`config.mk`:
```
export PLATFORM = sky130hd
export DESIGN_NAME = length_prefixed_argument_deframer_core
export DESIGN_NICKNAME = d
export VERILOG_FILES = /design/src/design/lpad_pkg.sv /design/src/design/lpad_in_stage.sv /design/src/design/lpad_parser.sv /design/src/design/lpad_out_stage.sv /design/src/design/length_prefixed_argument_deframer_core.sv
export SDC_FILE = /design/constraint.sdc
export NUM_CORES = 1
export LEC_CHECK = 0
export BUFFER_PORTS_ARGS = -buffer_cell sky130_fd_sc_hd__buf_2
export CAP_MARGIN = 5
export CORE_MARGIN = 4
export CORE_UTILIZATION = 55
export DETAILED_ROUTE_END_ITERATION = 10
export GPL_ROUTABILITY_DRIVEN = 0
export PLACE_DENSITY_LB_ADDON = 0.1
export SETUP_SLACK_MARGIN = 0.05
export SKIP_LAST_GASP = 1
export SYNTH_ARGS = -nofsm -noshare
export SYNTH_HDL_FRONTEND = slang
export SYNTH_SLANG_ARGS = --single-unit
```
`constraint.sdc`:
```
create_clock -name clk -period 7.77 [get_ports clk]
set_input_delay 0.3885 -clock clk [delete_from_list [all_inputs] [get_ports clk]]
set_output_delay 0.3885 -clock clk [all_outputs]
set_load 0.1 [all_outputs]
```
`src/design/lpad_pkg.sv`:
```
// ----------------------------------------------------------------------------
// lpad_pkg
// Types and codes shared by the length-prefixed argument deframer.
// ----------------------------------------------------------------------------
package lpad_pkg;

    typedef struct packed {
        logic [7:0]  data_byte;
        logic [15:0] frame_length;
    } in_item_t;

    typedef struct packed {
        logic [1:0]  kind;
        logic [7:0]  arg_byte;
        logic [11:0] arg_index;
        logic        arg_last;
        logic        frame_done;
        logic [2:0]  status;
    } out_item_t;

    typedef enum logic [1:0] {
        PH_COUNT = 2'd0,
        PH_SIZE  = 2'd1,
        PH_DATA  = 2'd2,
        PH_SKIP  = 2'd3
    } phase_t;

    localparam logic [1:0] KIND_HDR   = 2'd0;
    localparam logic [1:0] KIND_DATA  = 2'd1;
    localparam logic [1:0] KIND_EMPTY = 2'd2;

    localparam logic [2:0] ST_BUSY    = 3'd0;
    localparam logic [2:0] ST_OK      = 3'd1;
    localparam logic [2:0] ST_SHORT   = 3'd2;
    localparam logic [2:0] ST_MANY    = 3'd3;
    localparam logic [2:0] ST_OVERRUN = 3'd4;
    localparam logic [2:0] ST_TRAIL   = 3'd5;

    localparam logic [11:0] MAX_ARGS_RESET = 12'd1024;

endpackage

```
`src/design/lpad_in_stage.sv`:
```
// ----------------------------------------------------------------------------
// lpad_in_stage
// Input register: holds one byte item until the parser takes it.
// ----------------------------------------------------------------------------
module lpad_in_stage
    import lpad_pkg::*;
(
    input  logic     clk,
    input  logic     rst_n,
    input  logic     in_valid,
    input  in_item_t in_item,
    input  logic     advance,
    output logic     in_stall,
    output logic     item_valid,
    output in_item_t item
);

    logic     valid_reg;
    logic     valid_next;
    in_item_t item_reg;

    assign in_stall   = valid_reg && !advance;
    assign item_valid = valid_reg;
    assign item       = item_reg;

    always_comb
    begin
        valid_next = valid_reg;
        if (!in_stall)
        begin
            valid_next = in_valid;
        end
    end

    always_ff @(posedge clk or negedge rst_n)
    begin
        if (!rst_n)
        begin
            valid_reg <= 1'b0;
        end
        else
        begin
            valid_reg <= valid_next;
        end
    end

    always_ff @(posedge clk)
    begin
        if (in_valid && !in_stall)
        begin
            item_reg <= in_item;
        end
    end

endmodule

```
`src/design/lpad_parser.sv`:
```
// ----------------------------------------------------------------------------
// lpad_parser
// Frame state and the per-byte decode of count, size and data fields.
// ----------------------------------------------------------------------------
module lpad_parser
    import lpad_pkg::*;
#(
    parameter int MAX_FRAME = 65535
)
(
    input  logic        clk,
    input  logic        rst_n,
    input  logic        step,
    input  in_item_t    item,
    input  logic [11:0] max_args,
    output out_item_t   result
);

    localparam logic [23:0] FRAME_CAP = 24'(MAX_FRAME);

    phase_t      phase_reg, phase_next;
    logic [15:0] pos_reg, pos_next;
    logic [1:0]  hbc_reg, hbc_next;
    logic [31:0] acc_reg, acc_next;
    logic [11:0] args_rem_reg, args_rem_next;
    logic [15:0] data_rem_reg, data_rem_next;
    logic [11:0] cur_arg_reg, cur_arg_next;
    logic        err_seen_reg, err_seen_next;

    logic [15:0] eff_len;
    logic        last;
    logic [31:0] acc_new;
    logic        full;
    logic [2:0]  err;
    logic [15:0] dr;

    always_comb
    begin
        eff_len = ({8'd0, item.frame_length} > FRAME_CAP) ? FRAME_CAP[15:0]
                                                          : item.frame_length;
        last    = ({1'b0, pos_reg} + 17'd1) >= {1'b0, eff_len};
        acc_new = acc_reg | ({24'd0, item.data_byte} << {hbc_reg, 3'b000});
        full    = (hbc_reg == 2'd3);

        phase_next    = phase_reg;
        pos_next      = pos_reg;
        hbc_next      = hbc_reg;
        acc_next      = acc_reg;
        args_rem_next = args_rem_reg;
        data_rem_next = data_rem_reg;
        cur_arg_next  = cur_arg_reg;
        err_seen_next = err_seen_reg;
        err           = ST_BUSY;
        dr            = data_rem_reg;

        result            = '0;
        result.frame_done = last;

        unique case (phase_reg)
            PH_COUNT:
            begin
                hbc_next = full ? 2'd0 : hbc_reg + 2'd1;
                acc_next = acc_new;
                if (full)
                begin
                    acc_next = '0;
                    if (acc_new > {20'd0, max_args})
                    begin
                        err = ST_MANY;
                    end
                    else
                    begin
                        args_rem_next = acc_new[11:0];
                        cur_arg_next  = '0;
                        phase_next    = PH_SIZE;
                    end
                end
            end
            PH_SIZE:
            begin
                if (args_rem_reg == 12'd0)
                begin
                    err = ST_TRAIL;
                end
                else
                begin
                    hbc_next = full ? 2'd0 : hbc_reg + 2'd1;
                    acc_next = acc_new;
                    if (full)
                    begin
                        acc_next = '0;
                        if (({18'd0, pos_reg} + 34'd1 + {2'd0, acc_new}) >
                            {18'd0, eff_len})
                        begin
                            err = ST_OVERRUN;
                        end
                        else if (acc_new == 32'd0)
                        begin
                            result.kind      = KIND_EMPTY;
                            result.arg_index = cur_arg_reg;
                            result.arg_last  = 1'b1;
                            args_rem_next    = args_rem_reg - 12'd1;
                            cur_arg_next     = cur_arg_reg + 12'd1;
                        end
                        else
                        begin
                            data_rem_next = acc_new[15:0];
                            phase_next    = PH_DATA;
                        end
                    end
                end
            end
            PH_DATA:
            begin
                result.kind      = KIND_DATA;
                result.arg_byte  = item.data_byte;
                result.arg_index = cur_arg_reg;
                if (dr != 16'd0)
                begin
                    dr = dr - 16'd1;
                end
                data_rem_next = dr;
                if (dr == 16'd0)
                begin
                    result.arg_last = 1'b1;
                    args_rem_next   = args_rem_reg - 12'd1;
                    cur_arg_next    = cur_arg_reg + 12'd1;
                    phase_next      = PH_SIZE;
                end
            end
            PH_SKIP:
            begin
            end
            default:
            begin
            end
        endcase

        if (err != ST_BUSY)
        begin
            result.status = err;
            err_seen_next = 1'b1;
            phase_next    = PH_SKIP;
        end

        if (last)
        begin
            if (!err_seen_next)
            begin
                if (phase_next == PH_SIZE && args_rem_next == 12'd0 && hbc_next == 2'd0)
                begin
                    result.status = ST_OK;
                end
                else if (phase_next == PH_COUNT)
                begin
                    result.status = ST_SHORT;
                end
                else
                begin
                    result.status = ST_OVERRUN;
                end
            end
            phase_next    = PH_COUNT;
            pos_next      = '0;
            hbc_next      = '0;
            acc_next      = '0;
            args_rem_next = '0;
            data_rem_next = '0;
            cur_arg_next  = '0;
            err_seen_next = 1'b0;
        end
        else
        begin
            pos_next = pos_reg + 16'd1;
        end
    end

    always_ff @(posedge clk or negedge rst_n)
    begin
        if (!rst_n)
        begin
            phase_reg    <= PH_COUNT;
            pos_reg      <= '0;
            hbc_reg      <= '0;
            acc_reg      <= '0;
            args_rem_reg <= '0;
            data_rem_reg <= '0;
            cur_arg_reg  <= '0;
            err_seen_reg <= 1'b0;
        end
        else if (step)
        begin
            phase_reg    <= phase_next;
            pos_reg      <= pos_next;
            hbc_reg      <= hbc_next;
            acc_reg      <= acc_next;
            args_rem_reg <= args_rem_next;
            data_rem_reg <= data_rem_next;
            cur_arg_reg  <= cur_arg_next;
            err_seen_reg <= err_seen_next;
        end
    end

endmodule

```
`src/design/lpad_out_stage.sv`:
```
// ----------------------------------------------------------------------------
// lpad_out_stage
// Result register: holds one result item until the receiver takes it.
// ----------------------------------------------------------------------------
module lpad_out_stage
    import lpad_pkg::*;
(
    input  logic      clk,
    input  logic      rst_n,
    input  logic      load_valid,
    input  out_item_t load_item,
    input  logic      out_stall,
    output logic      advance,
    output logic      out_valid,
    output out_item_t out_item
);

    logic      valid_reg;
    out_item_t item_reg;

    assign advance   = !valid_reg || !out_stall;
    assign out_valid = valid_reg;
    assign out_item  = item_reg;

    always_ff @(posedge clk or negedge rst_n)
    begin
        if (!rst_n)
        begin
            valid_reg <= 1'b0;
        end
        else if (advance)
        begin
            valid_reg <= load_valid;
        end
    end

    always_ff @(posedge clk)
    begin
        if (advance && load_valid)
        begin
            item_reg <= load_item;
        end
    end

endmodule

```
`src/design/length_prefixed_argument_deframer_core.sv`:
```
// ----------------------------------------------------------------------------
// length_prefixed_argument_deframer_core
// Splits length-prefixed request frames into argument data bytes.
// ----------------------------------------------------------------------------
// The input channel (in_valid, in_stall, in_item) takes one frame byte per item
// together with the frame length. Every input item yields exactly one result
// item on the output channel (out_valid, out_stall, out_item): a data byte, an
// empty-argument mark or a plain header byte, with frame_done on the final
// byte of each frame and the frame status there or on the byte with an error.
// An accepted item is held in the input register and then decoded into the
// result register, whose valid flag drives out_valid. Throughput is one item
// per cycle while the receiver does not stall, as the frame counters are
// updated once per item.
// When the receiver stalls, the result register holds its item and the stall
// reaches the input channel in the same cycle once the input register is full.
// The cfg channel (cfg_valid, cfg_ready, cfg_data) writes max_args; it is
// always ready and is meant to be written while the block is idle.
// Reset clears both registers' valid flags and the frame state, and sets
// max_args to 1024.
// ----------------------------------------------------------------------------
module length_prefixed_argument_deframer_core
    import lpad_pkg::*;
#(
    parameter int MAX_FRAME = 65535
)
(
    input  logic        clk,
    input  logic        rst_n,
    input  logic        in_valid,
    output logic        in_stall,
    input  in_item_t    in_item,
    output logic        out_valid,
    input  logic        out_stall,
    output out_item_t   out_item,
    input  logic        cfg_valid,
    output logic        cfg_ready,
    input  logic [11:0] cfg_data
);

    logic        advance;
    logic        item_valid;
    in_item_t    item;
    out_item_t   result;
    logic [11:0] max_args_reg;

    assign cfg_ready = 1'b1;

    always_ff @(posedge clk or negedge rst_n)
    begin
        if (!rst_n)
        begin
            max_args_reg <= MAX_ARGS_RESET;
        end
        else if (cfg_valid && cfg_ready)
        begin
            max_args_reg <= cfg_data;
        end
    end

    lpad_in_stage u_in (
        .clk        (clk),
        .rst_n      (rst_n),
        .in_valid   (in_valid),
        .in_item    (in_item),
        .advance    (advance),
        .in_stall   (in_stall),
        .item_valid (item_valid),
        .item       (item)
    );

    lpad_parser #(
        .MAX_FRAME (MAX_FRAME)
    ) u_parser (
        .clk      (clk),
        .rst_n    (rst_n),
        .step     (advance && item_valid),
        .item     (item),
        .max_args (max_args_reg),
        .result   (result)
    );

    lpad_out_stage u_out (
        .clk        (clk),
        .rst_n      (rst_n),
        .load_valid (item_valid),
        .load_item  (result),
        .out_stall  (out_stall),
        .advance    (advance),
        .out_valid  (out_valid),
        .out_item   (out_item)
    );

endmodule

```
Yosys cells after proc, flatten, opt, wreduce, memory -nomap -nowiden

Index checks and enable logic that the tools add are counted.

Input bits: 41
Word-level logic and storage cells: 138
Flip-flop bits (word level): 158
Output and inout port bits: 30

$lt $le $gt $ge: 3
Reductions and logical operators: 25
Equality and inequality tests: 12
Multiplexer cells: 69
Shift operators: 1
Bitwise operators: 1
Add/sub/neg operators: 8

Operator list:

| kind                                               | number |
|---|---|
| 2-to-1 mux 12 bit                                  | 16 |
| 2-to-1 mux 16 bit                                  | 8 |
| 2-to-1 mux 32 bit                                  | 3 |
| case mux 12 bit (3 select lines)                   | 2 |
| case mux 32 bit (2 select lines)                   | 1 |
| 2-to-1 mux 13 bit                                  | 4 |
| adder 16 x 1 -> 17 bit, second input constant      | 2 |
| adder 34 x 32 -> 34 bit                            | 1 |
| > comparator 34 x 16 -> 1 bit                      | 1 |
| 2-to-1 mux 2 bit                                   | 17 |
| > comparator 32 x 12 -> 1 bit                      | 1 |
| logical NOT 32 bit                                 | 1 |
| OR 32 bit                                          | 1 |
| case mux 16 bit (2 select lines)                   | 1 |
| << shifter 8 x 5 -> 32 bit                         | 1 |
| 2-to-1 mux 3 bit                                   | 9 |
| case mux 13 bit (2 select lines)                   | 1 |
| logical NOT 12 bit                                 | 2 |
| >= comparator 17 x 16 -> 1 bit                     | 1 |
| adder 16 x 1 -> 16 bit, second input constant      | 1 |
| logical NOT 16 bit                                 | 1 |
| nonzero test 16 bit                                | 1 |
| subtractor 16 x 1 -> 16 bit, second input constant | 1 |
| adder 12 x 1 -> 12 bit, second input constant      | 1 |
| other kinds (19)                                   | 41 |

Logic depth before layout (Yosys ltp)

Word-level depth: 16
Gate-level depth with buffers: 31
Mapped depth without buffers: 26

Cells and area by module

A second synthesis with hierarchy kept.

Cell total of the unflattened synthesis: 1319
Area, all modules: 11380.9 um^2

By module, submodules not included:

| module                                 | instances | area each (um^2) | cells each |
|---|---|---|---|
| lpad_parser                            | 1         | 9241.4           | 1231 |
| lpad_out_stage                         | 1         | 858.3            | 31 |
| lpad_in_stage                          | 1         | 778.2            | 29 |
| length_prefixed_argument_deframer_core | 1         | 503.0            | 28 |

Least setup slack after synthesis

No wires, ideal clock.

Path kind: reg2reg
Start: register u_parser.hbc_reg[0]
End: register u_out.item_reg (netlist bit u_out.out_item[2]) (data pin)
Period minus slack after synthesis: 7110 ps
Library setup time: 263 ps
Data required time: 7507 ps
Data arrival time: 6847 ps
Setup slack: 660 ps
Buffers on the path: 3
Stages on the path, launching flop included: 29
Cell sequence: dfrtp_1 > clkbuf_1 > nor2_1 > a21oi_1 > inv_1 > ha_1 > and2_1 > a221o_1 > o21a_1 > a31oi_1 > o21ai_0 > a21o_1 > a21oi_1 > xnor2_1 > ha_1 > nand4_1 > or4_1 > a221o_1 > a311oi_1 > o2111ai_1 > or4_1 > buf_2 > or3_4 > buf_2 > nor3_2 > o22ai_1 > or4_1 > nor4_2 > o21ai_1

RTL lines:

| item                   | line                 | RTL |
|---|---|---|
| from (decl)            | lpad_parser.sv:23    | `logic [1:0] hbc_reg, hbc_next;` |
| from (signal assigned) | lpad_parser.sv:195   | `hbc_reg <= hbc_next;` |
| to (signal assigned)   | lpad_out_stage.sv:41 | `item_reg <= load_item;` |
| to (decl)              | lpad_out_stage.sv:19 | `out_item_t item_reg;` |

==> out/qor.txt <==
cts hold-fix bufs: 0
Core Box Area: 19700 sq um
startpoint types: flop
main area contributors after synthesis: dfrtp_1, edfxtp_1, ha_1, nand2_1, a21oi_1
total power: 4720 uW
Worst setup EP type: flop
crit path max fanout: 13
vias in the first global route: 9500
EDFF count, synth: 51
Worst Hold Class: in -> async
sequential share of the synthesized area: 37.7%
Seq cells post-synth: 158
CTS tree: done
status: finished, violations left
antenna fix cells: 0
Die Area: 22600 sq um
Die Span X: 150 um
layout cells sized above 1: 12.8%
# fillers: 1672
DR vias/cell: 6.35
failing checks: hold timing
routed wire length: 31.8 mm
clock latency on the worst-skew pair: 0.43 ns
I/O pin cnt: 71
Tmin final: 7.32 ns
Worst Skew: 0.0140 ns
VDD IR-drop max: 0.190 mV
RR Startpoint: u_parser.pos_reg[0]$_DFFE_PN0P_
Final ANT Viol Nets: 0
cell at the slowest stage of the critical path: or4_4
Initial DRT Pass Iterations: 6
pwr dens: 381 nW/um^2
first-pass GRT wire length: 50.9 mm
Critical Path Max Stage Delay: 0.59 ns
largest net degree at the start of global routing: 56
Pins Over Slew Limit: 0
Starting Density: 56.6%
Hold Slack: -0.0142 ns
# rows: 51
Crit path arrival time: 7.48 ns
RSZ-0062 raised after global routing: no
# DRC: 0
syn nets: 1410
hpwl dp: 23.2 mm
Setup TNS: 0 ns
library cells used by synthesis: 83
Worst path top cell family by delay: simple AND/OR/NAND/NOR gates
routed len/inst: 19.7 um
clk sink count: 158
type of the worst setup path: reg -> reg
die height: 150 um
Worst Path Buf+Inv: 0
# nets final: 1451
final worst setup slack: 0.454 ns
CTS Buffer Depth: 2
Avg Synthesized Cell Area: 8.60 sq um
vias after detailed routing: 10263
Area Overhead vs Synth: 11.1%
ys flop type: dfrtp_1
antenna violations before repair: 0
total track usage: 28.5%
Max Freq: 137 MHz
Setup crit start: u_parser.pos_reg[0]$_DFFE_PN0P_
commonest cells after routing, fill and taps aside: nand2_1, dfrtp_1, a21oi_1, o21ai_0, inv_1
Slew Limit Headroom: 30.0%
Mapped Cells: 1297
post-synth top area cell: dfrtp_1
Yosys top cell area share: 23.8%
setup violators final: 0
flip-flop count of the largest register after layout: 32
asr flop ratio synth: 67.7%
Cell Area, Synth: 11200 sq um
Critical Path RT: 7.94 ns
clk root buf: clkbuf_16
commonest non-fill, non-tap cell in the layout: nand2_1
Max Cap Viol: 0
H-tree depth: 4
grt total ovfl: 0
P_leak: 0.00543 uW
Ys Warns: 0
worst slew pin tran: 1.05 ns
Detailed Route Iter0 Violations: 1101
Final Hold Viols: 3
pre-CTS WS: 0.218 ns
# port buffers: 69
CTS buffer count: 17
clock-pin slew on the worst setup and hold paths: 0.07 ns
period utilization: 94.2%
[worst register-to-register path: stages, from the launching register on]
cell	delay, ns
dfrtp_2	0.42
ha_2	0.24
and3_1	0.27
and3_2	0.28
xor2_1	0.25
ha_1	0.34
and2_1	0.23
a21bo_2	0.21
a31oi_1	0.18
o21ai_0	0.17
a21o_1	0.21
a21oi_1	0.16
xnor2_1	0.09
ha_1	0.30
nand4_1	0.10
or4_1	0.53
a221o_1	0.32
a311oi_1	0.24
o2111ai_1	0.17
or4_4	0.59
or3_4	0.49
a31oi_1	0.20
o31ai_1	0.12
or4_1	0.57
nor4_4	0.27
o21ai_1	0.11
[path summary, 6_finish.rpt]
path	endpoint	slack, ns	cells past startpoint
hold reg to reg	u_parser.acc_reg[9]$_DFFE_PN0P_	0.48	2
min in group clk	u_in.item[18]$_DFFE_PP_	0.13	1
setup / recovery	u_out.out_item[2]$_DFFE_PP_	0.45	25
hold / removal	u_parser.data_rem_reg[5]$_DFFE_PN0P_	-0.01	1
max in group asynchronous	u_parser.pos_reg[0]$_DFFE_PN0P_	6.52	2
setup reg to reg	u_out.out_item[2]$_DFFE_PP_	0.45	25
[logic make-up (layout without fill, tap and decap cells)]
logic type | after synthesis | after routing | share of synthesized area, %
AOI/OAI and AO/OA | 394 | 394 | 23.0
xor gates and xnor gates | 51 | 51 | 4.00
adders and majority gates | 72 | 72 | 8.14
buffers and inverters | 149 | 203 | 5.23
DFF | 158 | 158 | 37.7
muxes | 14 | 14 | 1.30
other | 1 | 1 | 0.0336
and+or+nand+nor | 458 | 458 | 20.6
[synth_stat cells (all sizes together) (4+ instances only)]
cell type  instances
nor4              18
nand3             36
a22o              16
nand4             18
a21oi             95
a31oi             32
o2111ai            4
a221oi             6
o22ai             17
and2              28
xnor2             34
mux2               4
or2                8
a21o              22
and3              25
dfrtp            106
buf               14
o221ai             4
xor2              17
mux2i             10
edfxtp            51
nor2              69
nand2b            10
or4               14
nor3              27
o21ai             89
a211oi             8
nand3b             6
clkbuf            62
nand2            161
or3               12
nor2b             13
o211ai            13
inv               71
o31ai             44
o21a              10
ha                71
[cell type report]
type	instances	area, sq um	area share [%]
sequential	158	4210	34.0
tap	265	332	2.68
timing repair buffer	98	566	4.57
clock inverter	14	158	1.27
inverter	73	274	2.21
multi-input combinational	990	6420	51.8
clock buffer	18	429	3.46
[through the flow]
step           util (%)  area (sq um)  cells
6_report           62.8         12400   1616
5_1_grt            62.8         12400   1616
4_1_cts            62.5         12300   1615
3_5_place_dp       59.5         11700   1583
3_3_place_gp       59.5         11700   1583
2_1_floorplan         -         11200   1297
[layer usage]
| layer | GRT usage, % | routed length, um |
|---|---|---|
| met5 | 0 | 0 |
| met4 | 8.51 | 903 |
| met3 | 4.85 | 2690 |
| met2 | 45.7 | 14800 |
| met1 | 39.8 | 13400 |
[power by group]
part	internal, uW	switching [uW]
sequential	1050	223
clock	481	365
combinational	906	1700
total	2440	2290
[what timing repair did]
item / in CTS / in global routing
endpoints found under the hold margin: 0 / 0
setup endpoints to repair: 0 / 28
buffers inserted: 0 / 1
gates resized for setup: 0 / 14
Power figures use the tool's default switching activity.
